===== src/rtl/bqrt_pkg.sv =====
package bqrt_pkg;

    localparam int BYTES_W = 64;
    localparam int MONTH_W = 16;
    localparam int SLOT_W  = 4;
    localparam int FUNC_W  = 2;
    localparam int CFG_IDX_W = 2;

    // slot field is 4 bits wide, so no more than this many entries can ever be addressed
    localparam int SLOT_SPAN = 1 << SLOT_W;

    typedef enum logic [FUNC_W-1:0] {
        FN_RESERVE  = 2'd0,
        FN_COMMIT   = 2'd1,
        FN_RELEASE  = 2'd2,
        FN_SNAPSHOT = 2'd3
    } func_t;

    typedef enum logic [CFG_IDX_W-1:0] {
        CFG_QUOTA_EN = 2'd0,
        CFG_LIMIT    = 2'd1,
        CFG_HARD     = 2'd2
    } cfg_idx_t;

    typedef enum logic [2:0] {
        ST_IDLE,
        ST_WALK,
        ST_PRE,
        ST_TOT,
        ST_APPLY,
        ST_OUT
    } state_t;

    typedef struct packed {
        logic              start;
        logic              slot_ok;
        logic [SLOT_W-1:0] slot;
    } walk_req_t;

    typedef struct packed {
        logic               done;
        logic [BYTES_W-1:0] excl;
        logic [BYTES_W-1:0] sel;
    } walk_res_t;

    function automatic logic [BYTES_W-1:0] sat_add(input logic [BYTES_W-1:0] a,
                                                   input logic [BYTES_W-1:0] b);
        logic [BYTES_W:0] sum;
        sum = {1'b0, a} + {1'b0, b};
        return sum[BYTES_W] ? {BYTES_W{1'b1}} : sum[BYTES_W-1:0];
    endfunction

endpackage


===== src/rtl/bqrt_ram.sv =====
module bqrt_ram #(
    parameter int WIDTH = 64,
    parameter int DEPTH = 16
) (
    input  logic                                    aclk,
    input  logic                                    we,
    input  logic [(DEPTH > 1 ? $clog2(DEPTH) : 1)-1:0] waddr,
    input  logic [WIDTH-1:0]                        wdata,
    input  logic                                    re,
    input  logic [(DEPTH > 1 ? $clog2(DEPTH) : 1)-1:0] raddr,
    output logic [WIDTH-1:0]                        rdata
);

    logic [WIDTH-1:0] mem_reg [DEPTH];
    logic [WIDTH-1:0] rdata_reg;

    always_ff @(posedge aclk) begin
        if (we) begin
            mem_reg[waddr] <= wdata;
        end
        if (re) begin
            rdata_reg <= mem_reg[raddr];
        end
    end

    assign rdata = rdata_reg;

endmodule


===== src/rtl/bqrt_walker.sv =====
module bqrt_walker #(
    parameter int DEPTH = 16
) (
    input  logic                                    aclk,
    input  logic                                    aresetn,
    input  bqrt_pkg::walk_req_t                     req,
    input  logic [DEPTH-1:0]                        active,
    output logic                                    rd_en,
    output logic [(DEPTH > 1 ? $clog2(DEPTH) : 1)-1:0] rd_addr,
    input  logic [bqrt_pkg::BYTES_W-1:0]            rd_data,
    output bqrt_pkg::walk_res_t                     res
);

    import bqrt_pkg::*;

    localparam int AW = (DEPTH > 1) ? $clog2(DEPTH) : 1;
    localparam int CW = $clog2(DEPTH + 1);

    logic               busy_reg;
    logic [CW-1:0]      cnt_reg;
    logic               pend_reg;
    logic [AW-1:0]      pidx_reg;
    logic [BYTES_W-1:0] acc_reg;
    logic [BYTES_W-1:0] sel_reg;
    logic               issue;
    logic               is_target;

    assign issue     = busy_reg && (cnt_reg != CW'(DEPTH));
    assign is_target = req.slot_ok && (pidx_reg == req.slot[AW-1:0]);

    always_ff @(posedge aclk) begin
        if (!aresetn) begin
            busy_reg <= 1'b0;
            cnt_reg  <= '0;
            pend_reg <= 1'b0;
        end else begin
            pend_reg <= issue;
            if (req.start) begin
                busy_reg <= 1'b1;
                cnt_reg  <= '0;
            end else if (issue) begin
                cnt_reg <= cnt_reg + CW'(1);
            end else if (busy_reg && !pend_reg) begin
                busy_reg <= 1'b0;
            end
        end
    end

    // the requested slot is kept apart so the caller can swap its value in or out
    always_ff @(posedge aclk) begin
        if (req.start) begin
            acc_reg <= '0;
            sel_reg <= '0;
        end else if (pend_reg && active[pidx_reg]) begin
            if (is_target) begin
                sel_reg <= rd_data;
            end else begin
                acc_reg <= sat_add(acc_reg, rd_data);
            end
        end
        if (issue) begin
            pidx_reg <= cnt_reg[AW-1:0];
        end
    end

    assign rd_en    = issue;
    assign rd_addr  = cnt_reg[AW-1:0];
    assign res.done = busy_reg && !issue && !pend_reg;
    assign res.excl = acc_reg;
    assign res.sel  = sel_reg;

endmodule


===== src/rtl/byte_quota_reservation_tracker_top.sv =====
// Byte quota tracker for one monthly period with a table of reservation slots. Each beat on the
// s_ side carries an operation in s_tuser (reserve, commit, release, snapshot) and yields exactly
// one result beat on the m_ side with the admit flag, the over-quota flag, the committed byte count
// and the saturated sum of active reservations. Any operation but release starts a new period when
// its month differs from the stored one, clearing the used count and all slots. One operation at a
// time is handled, and the next beat is taken only once the result of the last one is loaded into
// the output register; the time an operation takes is set by the walk over the slot table, which
// reads one entry a cycle from the slot RAM. A new beat is taken while the previous result still
// waits on m_tready. Configuration writes are always accepted and should only be issued while no
// operation is in flight.
module byte_quota_reservation_tracker_top #(
    parameter int SLOTS = 16
) (
    input  logic                               aclk,
    input  logic                               aresetn,
    input  logic                               s_tvalid,
    output logic                               s_tready,
    // slot [3:0], byte_count [67:4], current_month [83:68], zero fill
    input  logic [87:0]                        s_tdata,
    // func [1:0]
    input  logic [bqrt_pkg::FUNC_W-1:0]        s_tuser,
    output logic                               m_tvalid,
    input  logic                               m_tready,
    // allowed [0], status [1], used_bytes [65:2], reserved_bytes [129:66], zero fill
    output logic [135:0]                       m_tdata,
    input  logic                               cfg_valid,
    output logic                               cfg_ready,
    input  logic [bqrt_pkg::CFG_IDX_W-1:0]     cfg_index,
    input  logic [bqrt_pkg::BYTES_W-1:0]       cfg_data
);

    import bqrt_pkg::*;

    localparam int DEPTH = (SLOTS < SLOT_SPAN) ? SLOTS : SLOT_SPAN;
    localparam int AW    = (DEPTH > 1) ? $clog2(DEPTH) : 1;

    state_t state_reg, state_next;

    logic               quota_en_reg;
    logic [BYTES_W-1:0] limit_reg;
    logic               hard_reg;

    logic [MONTH_W-1:0] stored_month_reg;
    logic               month_known_reg;
    logic [BYTES_W-1:0] used_reg;
    logic [DEPTH-1:0]   active_reg;

    func_t              func_reg;
    logic [SLOT_W-1:0]  slot_reg;
    logic               slot_ok_reg;
    logic [BYTES_W-1:0] bytes_reg;

    logic [BYTES_W-1:0] pre_reg;
    logic [BYTES_W-1:0] tot_reg;
    logic               res_allowed_reg;
    logic               res_status_reg;
    logic [BYTES_W-1:0] res_reserved_reg;

    logic               m_tvalid_reg;
    logic               out_allowed_reg;
    logic               out_status_reg;
    logic [BYTES_W-1:0] out_used_reg;
    logic [BYTES_W-1:0] out_reserved_reg;

    logic               s_accept;
    logic               apply_state;
    logic               out_load;
    func_t              in_func;
    logic [SLOT_W-1:0]  in_slot;
    logic [BYTES_W-1:0] in_bytes;
    logic [MONTH_W-1:0] in_month;
    logic               new_period;
    logic               quota_on;
    logic [BYTES_W-1:0] after_bytes;
    logic               deny;
    logic               do_record;
    logic               do_free;
    logic [AW-1:0]      slot_idx;

    walk_req_t          walk_req;
    walk_res_t          walk_res;
    logic               ram_re;
    logic [AW-1:0]      ram_raddr;
    logic [BYTES_W-1:0] ram_rdata;

    assign in_func  = func_t'(s_tuser);
    assign in_slot  = s_tdata[SLOT_W-1:0];
    assign in_bytes = s_tdata[SLOT_W +: BYTES_W];
    assign in_month = s_tdata[SLOT_W+BYTES_W +: MONTH_W];

    assign s_accept   = s_tvalid && s_tready;
    assign new_period = (in_func != FN_RELEASE)
                        && (!month_known_reg || (stored_month_reg != in_month));
    assign quota_on   = quota_en_reg && (limit_reg != '0);
    assign slot_idx   = slot_reg[AW-1:0];

    assign after_bytes = sat_add(tot_reg, bytes_reg);
    assign deny        = (func_reg == FN_RESERVE) && quota_on && hard_reg
                         && (after_bytes > limit_reg);
    assign do_record   = apply_state && (func_reg == FN_RESERVE) && quota_on && !deny
                         && slot_ok_reg;
    assign do_free     = apply_state && slot_ok_reg
                         && ((func_reg == FN_COMMIT) || (func_reg == FN_RELEASE));

    // next state
    always_comb begin
        state_next = state_reg;
        case (state_reg)
            ST_IDLE:  if (s_accept) state_next = ST_WALK;
            ST_WALK:  if (walk_res.done) state_next = ST_PRE;
            ST_PRE:   state_next = ST_TOT;
            ST_TOT:   state_next = ST_APPLY;
            ST_APPLY: state_next = ST_OUT;
            ST_OUT:   if (!m_tvalid_reg || m_tready) state_next = ST_IDLE;
            default:  state_next = ST_IDLE;
        endcase
    end

    // state outputs
    always_comb begin
        s_tready    = 1'b0;
        apply_state = 1'b0;
        out_load    = 1'b0;
        case (state_reg)
            ST_IDLE:  s_tready = 1'b1;
            ST_WALK:  ;
            ST_PRE:   ;
            ST_TOT:   ;
            ST_APPLY: apply_state = 1'b1;
            ST_OUT:   out_load = !m_tvalid_reg || m_tready;
            default:  ;
        endcase
    end

    always_ff @(posedge aclk) begin
        if (!aresetn) begin
            state_reg <= ST_IDLE;
        end else begin
            state_reg <= state_next;
        end
    end

    assign cfg_ready = 1'b1;

    always_ff @(posedge aclk) begin
        if (!aresetn) begin
            quota_en_reg <= 1'b0;
            limit_reg    <= '0;
            hard_reg     <= 1'b1;
        end else if (cfg_valid && cfg_ready) begin
            case (cfg_idx_t'(cfg_index))
                CFG_QUOTA_EN: quota_en_reg <= cfg_data[0];
                CFG_LIMIT:    limit_reg    <= cfg_data;
                CFG_HARD:     hard_reg     <= cfg_data[0];
                default:      ;
            endcase
        end
    end

    // period state and slot activity
    always_ff @(posedge aclk) begin
        if (!aresetn) begin
            stored_month_reg <= '0;
            month_known_reg  <= 1'b0;
            used_reg         <= '0;
            active_reg       <= '0;
        end else if (s_accept && new_period) begin
            stored_month_reg <= in_month;
            month_known_reg  <= 1'b1;
            used_reg         <= '0;
            active_reg       <= '0;
        end else begin
            if (apply_state && (func_reg == FN_COMMIT) && quota_on) begin
                used_reg <= sat_add(used_reg, bytes_reg);
            end
            if (do_record) begin
                active_reg[slot_idx] <= 1'b1;
            end else if (do_free) begin
                active_reg[slot_idx] <= 1'b0;
            end
        end
    end

    always_ff @(posedge aclk) begin
        if (s_accept) begin
            func_reg    <= in_func;
            slot_reg    <= in_slot;
            slot_ok_reg <= 32'(in_slot) < SLOTS;
            bytes_reg   <= in_bytes;
        end
        if (state_reg == ST_PRE) begin
            pre_reg <= sat_add(walk_res.excl, walk_res.sel);
        end
        if (state_reg == ST_TOT) begin
            tot_reg <= sat_add(used_reg, pre_reg);
        end
        if (apply_state) begin
            res_allowed_reg <= !deny;
            res_status_reg  <= deny;
            if (do_record) begin
                res_reserved_reg <= sat_add(walk_res.excl, bytes_reg);
            end else if (do_free) begin
                res_reserved_reg <= walk_res.excl;
            end else begin
                res_reserved_reg <= pre_reg;
            end
        end
        if (out_load) begin
            out_allowed_reg  <= res_allowed_reg;
            out_status_reg   <= res_status_reg;
            out_used_reg     <= used_reg;
            out_reserved_reg <= res_reserved_reg;
        end
    end

    always_ff @(posedge aclk) begin
        if (!aresetn) begin
            m_tvalid_reg <= 1'b0;
        end else if (out_load) begin
            m_tvalid_reg <= 1'b1;
        end else if (m_tready) begin
            m_tvalid_reg <= 1'b0;
        end
    end

    assign m_tvalid = m_tvalid_reg;
    assign m_tdata  = {6'b0, out_reserved_reg, out_used_reg, out_status_reg, out_allowed_reg};

    assign walk_req.start   = s_accept;
    assign walk_req.slot_ok = slot_ok_reg;
    assign walk_req.slot    = slot_reg;

    bqrt_walker #(
        .DEPTH (DEPTH)
    ) u_walker (
        .aclk    (aclk),
        .aresetn (aresetn),
        .req     (walk_req),
        .active  (active_reg),
        .rd_en   (ram_re),
        .rd_addr (ram_raddr),
        .rd_data (ram_rdata),
        .res     (walk_res)
    );

    bqrt_ram #(
        .WIDTH (BYTES_W),
        .DEPTH (DEPTH)
    ) u_slot_ram (
        .aclk  (aclk),
        .we    (do_record),
        .waddr (slot_idx),
        .wdata (bytes_reg),
        .re    (ram_re),
        .raddr (ram_raddr),
        .rdata (ram_rdata)
    );

    // a result beat is only produced by the final step of an operation
    a_out_from_seq: assert property (@(posedge aclk) disable iff (!aresetn)
        $rose(m_tvalid) |-> $past(state_reg == ST_OUT))
        else $error("result beat raised outside output step");

    // walk completion is only seen while the sequencer waits on it
    a_walk_done: assert property (@(posedge aclk) disable iff (!aresetn)
        walk_res.done |-> (state_reg == ST_WALK))
        else $error("slot walk finished out of sequence");

    // a slot is written only by an admitted reservation on a valid slot
    a_ram_write: assert property (@(posedge aclk) disable iff (!aresetn)
        do_record |-> (slot_ok_reg && (func_reg == FN_RESERVE) && !deny))
        else $error("slot table written by wrong operation");

    // a denied reservation never marks a free slot as recorded
    a_deny_no_record: assert property (@(posedge aclk) disable iff (!aresetn)
        (apply_state && deny && slot_ok_reg && !$past(active_reg[slot_idx]))
        |=> !active_reg[$past(slot_idx)])
        else $error("denied reservation recorded");

endmodule


===== config.mk =====
export PLATFORM = sky130hd
export DESIGN_NAME = byte_quota_reservation_tracker_top
export DESIGN_NICKNAME = d
export VERILOG_FILES = /design/src/rtl/bqrt_pkg.sv /design/src/rtl/bqrt_ram.sv /design/src/rtl/bqrt_walker.sv /design/src/rtl/byte_quota_reservation_tracker_top.sv
export SDC_FILE = /design/constraint.sdc
export NUM_CORES = 2
export LEC_CHECK = 0
export BUFFER_PORTS_ARGS = -buffer_cell sky130_fd_sc_hd__buf_2
export CAP_MARGIN = 20
export CORE_AREA = 2 2 395 397
export DETAILED_ROUTE_END_ITERATION = 16
export DIE_AREA = 0 0 397 399
export PLACE_DENSITY = 0.77
export SYNTH_ARGS = -nofsm -noshare
export SYNTH_HDL_FRONTEND = slang
export SYNTH_SLANG_ARGS = --single-unit

===== constraint.sdc =====
create_clock -name aclk -period 7.5 [get_ports aclk]
set_input_delay 0 -clock aclk [delete_from_list [all_inputs] [get_ports aclk]]
set_output_delay 0 -clock aclk [all_outputs]
set_load 0.05 [all_outputs]

==> flow_metrics.py <==
metrics = {
    "global_routing": {
        "grt_start_max_net_pins": 147,
        "grt-ovfl-total": 0,
        "antenna_found_initial": 34,
        "track_usage_pct": 32.6,
        "grt_pass1_vias": 61000,
        "grt_first_pass_wirelength_mm": 384,
    },
    "synth": {
        "synth_compound_area_share_pct": 12.8,
        "syn_area_mm2": 0.0876,
        "synth-xor-area-share_pct": 3.66,
        "synth.distinct_cells": 93,
        "synth_most_common_cell": "edfxtp_1",
        "yosysSeqAreaShare_pct": 57.9,
        "synthTopCellsByArea": "edfxtp_1 51%, mux4_2 8.4%, dfxtp_1 6.9%, ha_1 6.5%, a21oi_1 3.1%",
        "synthTopCellsByCount": "1486 x edfxtp_1, 671 x nand2_1, 545 x a21oi_1",
        "avgSynthCellArea_um2": 13.1,
        "synth_adder_area_share_pct": 6.60,
        "synth_top_family_by_area": "compound AO/OA/AOI/OAI gates",
        "synth_simple_gate_area_share_pct": 7.50,
        "synth_warnings": 0,
        "async_reset_ff_share_pct": 0,
        "yosys.area.top_type_share_pct": 51.0,
        "syn_inst": 6699,
        "synth_edf_count": 1486,
        "synthFlopType": "edfxtp_1",
        "yosys.area.top_type": "edfxtp_1",
        "synth_mux_area_share_pct": 9.34,
        "synth_seq_cells": 1788,
    },
    "setup_path": {
        "reg2reg_to": "u_slot_ram.mem_reg[15][44]$_DFFE_PP_",
        "critical-path-top-delay-family": "compound AO/OA/AOI/OAI gates",
        "r2r_setup_slack_ps": 50,
        "worstSetupEndpointType": "flip-flop",
        "ff2ff_path_depth": 32,
        "required_ps": 8040,
        "cp_slowest_cell": "or3b_4",
        "startpoint_type": "flip-flop",
        "criticalPathCategory": "flip-flop to flip-flop",
        "path_max_fanout": 24,
        "cp_slowest_stage_delay_ps": 540,
        "arrival_ps": 7990,
        "critPathBufInv": 7,
        "worstReg2RegStart": "bytes_reg[0]$_DFFE_PP_",
        "cp_common_cell": "buf_4",
    },
    "clock_tree": {
        "cts_buffers": 175,
        "cts_max_level": 4,
        "cts_buffer_depth": 3,
        "cts_tree": "built",
        "clk_latency_ps": 850,
        "clk_pin_slew_worst_paths_ps": 70,
        "clockRootBuffer": "clkbuf_16",
        "numClockSinks": 1788,
    },
    "power": {
        "power.switching_mw": 4.95,
        "pwr-share-seq_pct": 50.7,
        "p_comb_share_pct": 6.6,
        "p_per_area_mw_per_mm2": 210,
        "internal-power_mw": 16.5,
        "max-vdd-ir-drop_v": 0.000239,
        "clkPwrFrac_pct": 42.7,
        "p_leak_nw": 38.4,
        "switching_share_pct": 23.1,
    },
    "worst_hold_path": {
        "min_path_type": "input pin to flip-flop",
        "hp-start": "s_tdata[26]",
        "min_path_cells": 2,
        "min_to": "bytes_reg[22]$_DFFE_PP_",
    },
    "floorplan": {
        "dieArea_mm2": 0.158,
        "chipHeight_um": 399,
        "rows": 144,
        "die_x_um": 397,
        "initial_utilization_pct": 57.0,
        "design.core.area_mm2": 0.154,
        "io_pins": 300,
    },
    "sta": {
        "fin_crit_ps": 7450,
        "final_max_slew_viol_count": 0,
        "worst_slew_pin_slew_ps": 1220,
        "setup_viol": 0,
        "clock-skew-final_ps": 63.0,
        "period_share_pct": 99.4,
        "fin_ws_ps": 45.8,
        "finalHoldViolCount": 0,
        "relSlewSlack_pct": 16.6,
        "fmax_mhz": 134,
    },
    "detailed_routing": {
        "drtIter0Drc": 8211,
        "vias": 63000,
        "ant_nets": 0,
        "routed_wl_mm": 265,
        "viasPerCell": 6.55,
        "drc_errors": 0,
        "avgRoutedWirePerCell_um": 27.5,
        "dr.pass1.iters": 9,
    },
    "final_layout": {
        "largest_reg_flops": 1024,
        "layout.nets": 8035,
        "stdcell_area_mm2": 0.102,
        "drive_gt1_share_pct": 15.9,
        "area_growth_syn_to_layout_pct": 16.7,
        "post-route-util_pct": 66.5,
        "fillers": 10300,
    },
    "placed_design": {
        "dpl-instance-area_mm2": 0.0924,
        "place.gp.congestion": 1.03,
        "port_buffers": 288,
        "dpl.hpwl_mm": 176,
        "dpl_worst_slack_ps": -208,
    },
    "job": {
        "maxCapViolations": 0,
    },
    "status": {
        "status": "complete, no violations",
    },
}
==> kinds of logic (layout without fill, tap and decap cells) <==
kind of cell               count (synthesis)  count (layout)
and+or+nand+nor                         1426            1426
AOI/OAI and AO/OA                       1745            1745
buffers and inverters                    503            1363
xor gates and xnor gates                 366             366
adders and majority gates                458             458
other                                      2              16
muxes                                    411             411
DFF                                     1788            1788
==> area by class of cell <==
class                   instances  area, um^2  area share (%)
repair buffers                845        7070            6.92
well taps                    2044        2560            2.50
multi-input cells            4413       35100            34.4
diodes                          9        22.5          0.0220
clock inverters               115        1340            1.31
flip-flops and latches       1788       50700            49.6
inverters                     193         790           0.773
clock buffers                 210        4600            4.50
==> worst max path at each step <==
stage                            from                                   end  slack (ps)  cells after the start
3_5_place_dp   bytes_reg[0]$_DFFE_PP_  u_slot_ram.mem_reg[12][10]$_DFFE_PP_        -210                     29
5_1_grt        bytes_reg[0]$_DFFE_PP_  u_slot_ram.mem_reg[15][37]$_DFFE_PP_         -90                     32
4_1_cts        bytes_reg[0]$_DFFE_PP_   u_slot_ram.mem_reg[14][9]$_DFFE_PP_          20                     30
6_report       bytes_reg[0]$_DFFE_PP_  u_slot_ram.mem_reg[15][44]$_DFFE_PP_          50                     32
3_3_place_gp   bytes_reg[0]$_DFFE_PP_   u_slot_ram.mem_reg[12][9]$_DFFE_PP_        -110                     29
2_1_floorplan  bytes_reg[0]$_DFFE_PP_   u_slot_ram.mem_reg[12][0]$_DFFE_PP_          60                     27
==> timing repair <==
action,in CTS,in global routing
gates cloned,0,5
endpoints found under the hold margin,214,0
hold buffers,346,0
setup endpoints to repair,1081,1088
pin swaps,0,4
resized for setup,4,15
setup buffers,0,7
==> stage by stage <==
stage          instances  power (mW)  setup TNS, ps  hold slack (ps)
2_1_floorplan       6704        11.8              0             98.9
3_3_place_gp        8923        12.2         -15450              180
3_5_place_dp        8923        12.3         -57640              179
4_1_cts             9594        21.4              0             6.18
5_1_grt             9610        21.9         -10930             52.4
6_report            9617        21.4              0             50.4
==> per-layer routing <==
metal  global-route usage (%)  share of wire [%]  vias up
met5                        0              0.065        -
met4                     12.8                4.5       24
met3                     7.65                 13      674
met2                     50.0                 45     4290
met1                     45.3                 38    30800
li1                         -                  -    27200
==> power groups by stage <==
stage               combinational, mW  sequential, mW  clock (mW)
finish                           1.41            10.9        9.14
global placement                 1.15            11.1           0
CTS                              1.34            10.9        9.18
floorplan                       0.728            11.1           0
detailed placement               1.19            11.1           0
global route                     1.49            10.9        9.53
==> layout by cell type (no fill, tap or decap), types with 24 or more instances in the layout <==
cell type,Yosys,routed
edfxtp_1,1486,1486
nand2_1,671,668
a21oi_1,545,543
ha_1,452,452
o21ai_0,371,370
dlygate4sd3_1,0,346
mux4_2,325,325
dfxtp_1,302,298
buf_2,12,288
a21o_1,257,257
nor2_1,241,238
xnor2_1,185,185
xor2_1,181,181
clkbuf_16,0,180
inv_1,193,176
buf_4,11,165
nand3_1,86,86
mux2i_1,84,84
nand4_1,83,83
a21boi_0,76,76
o21bai_1,74,74
a32oi_1,61,61
nor2b_1,62,60
nand2b_1,59,59
nor3_1,50,49
a31oi_1,47,46
o21a_1,44,44
buf_12,0,39
and3_1,38,37
a211oi_1,34,33
o211ai_1,31,31
clkinv_2,0,31
nor4_1,29,28
clkbuf_1,247,27
clkinvlp_4,0,26
and2_1,27,24
o31ai_1,24,24
No activity file was read; power rests on OpenSTA's default activity.
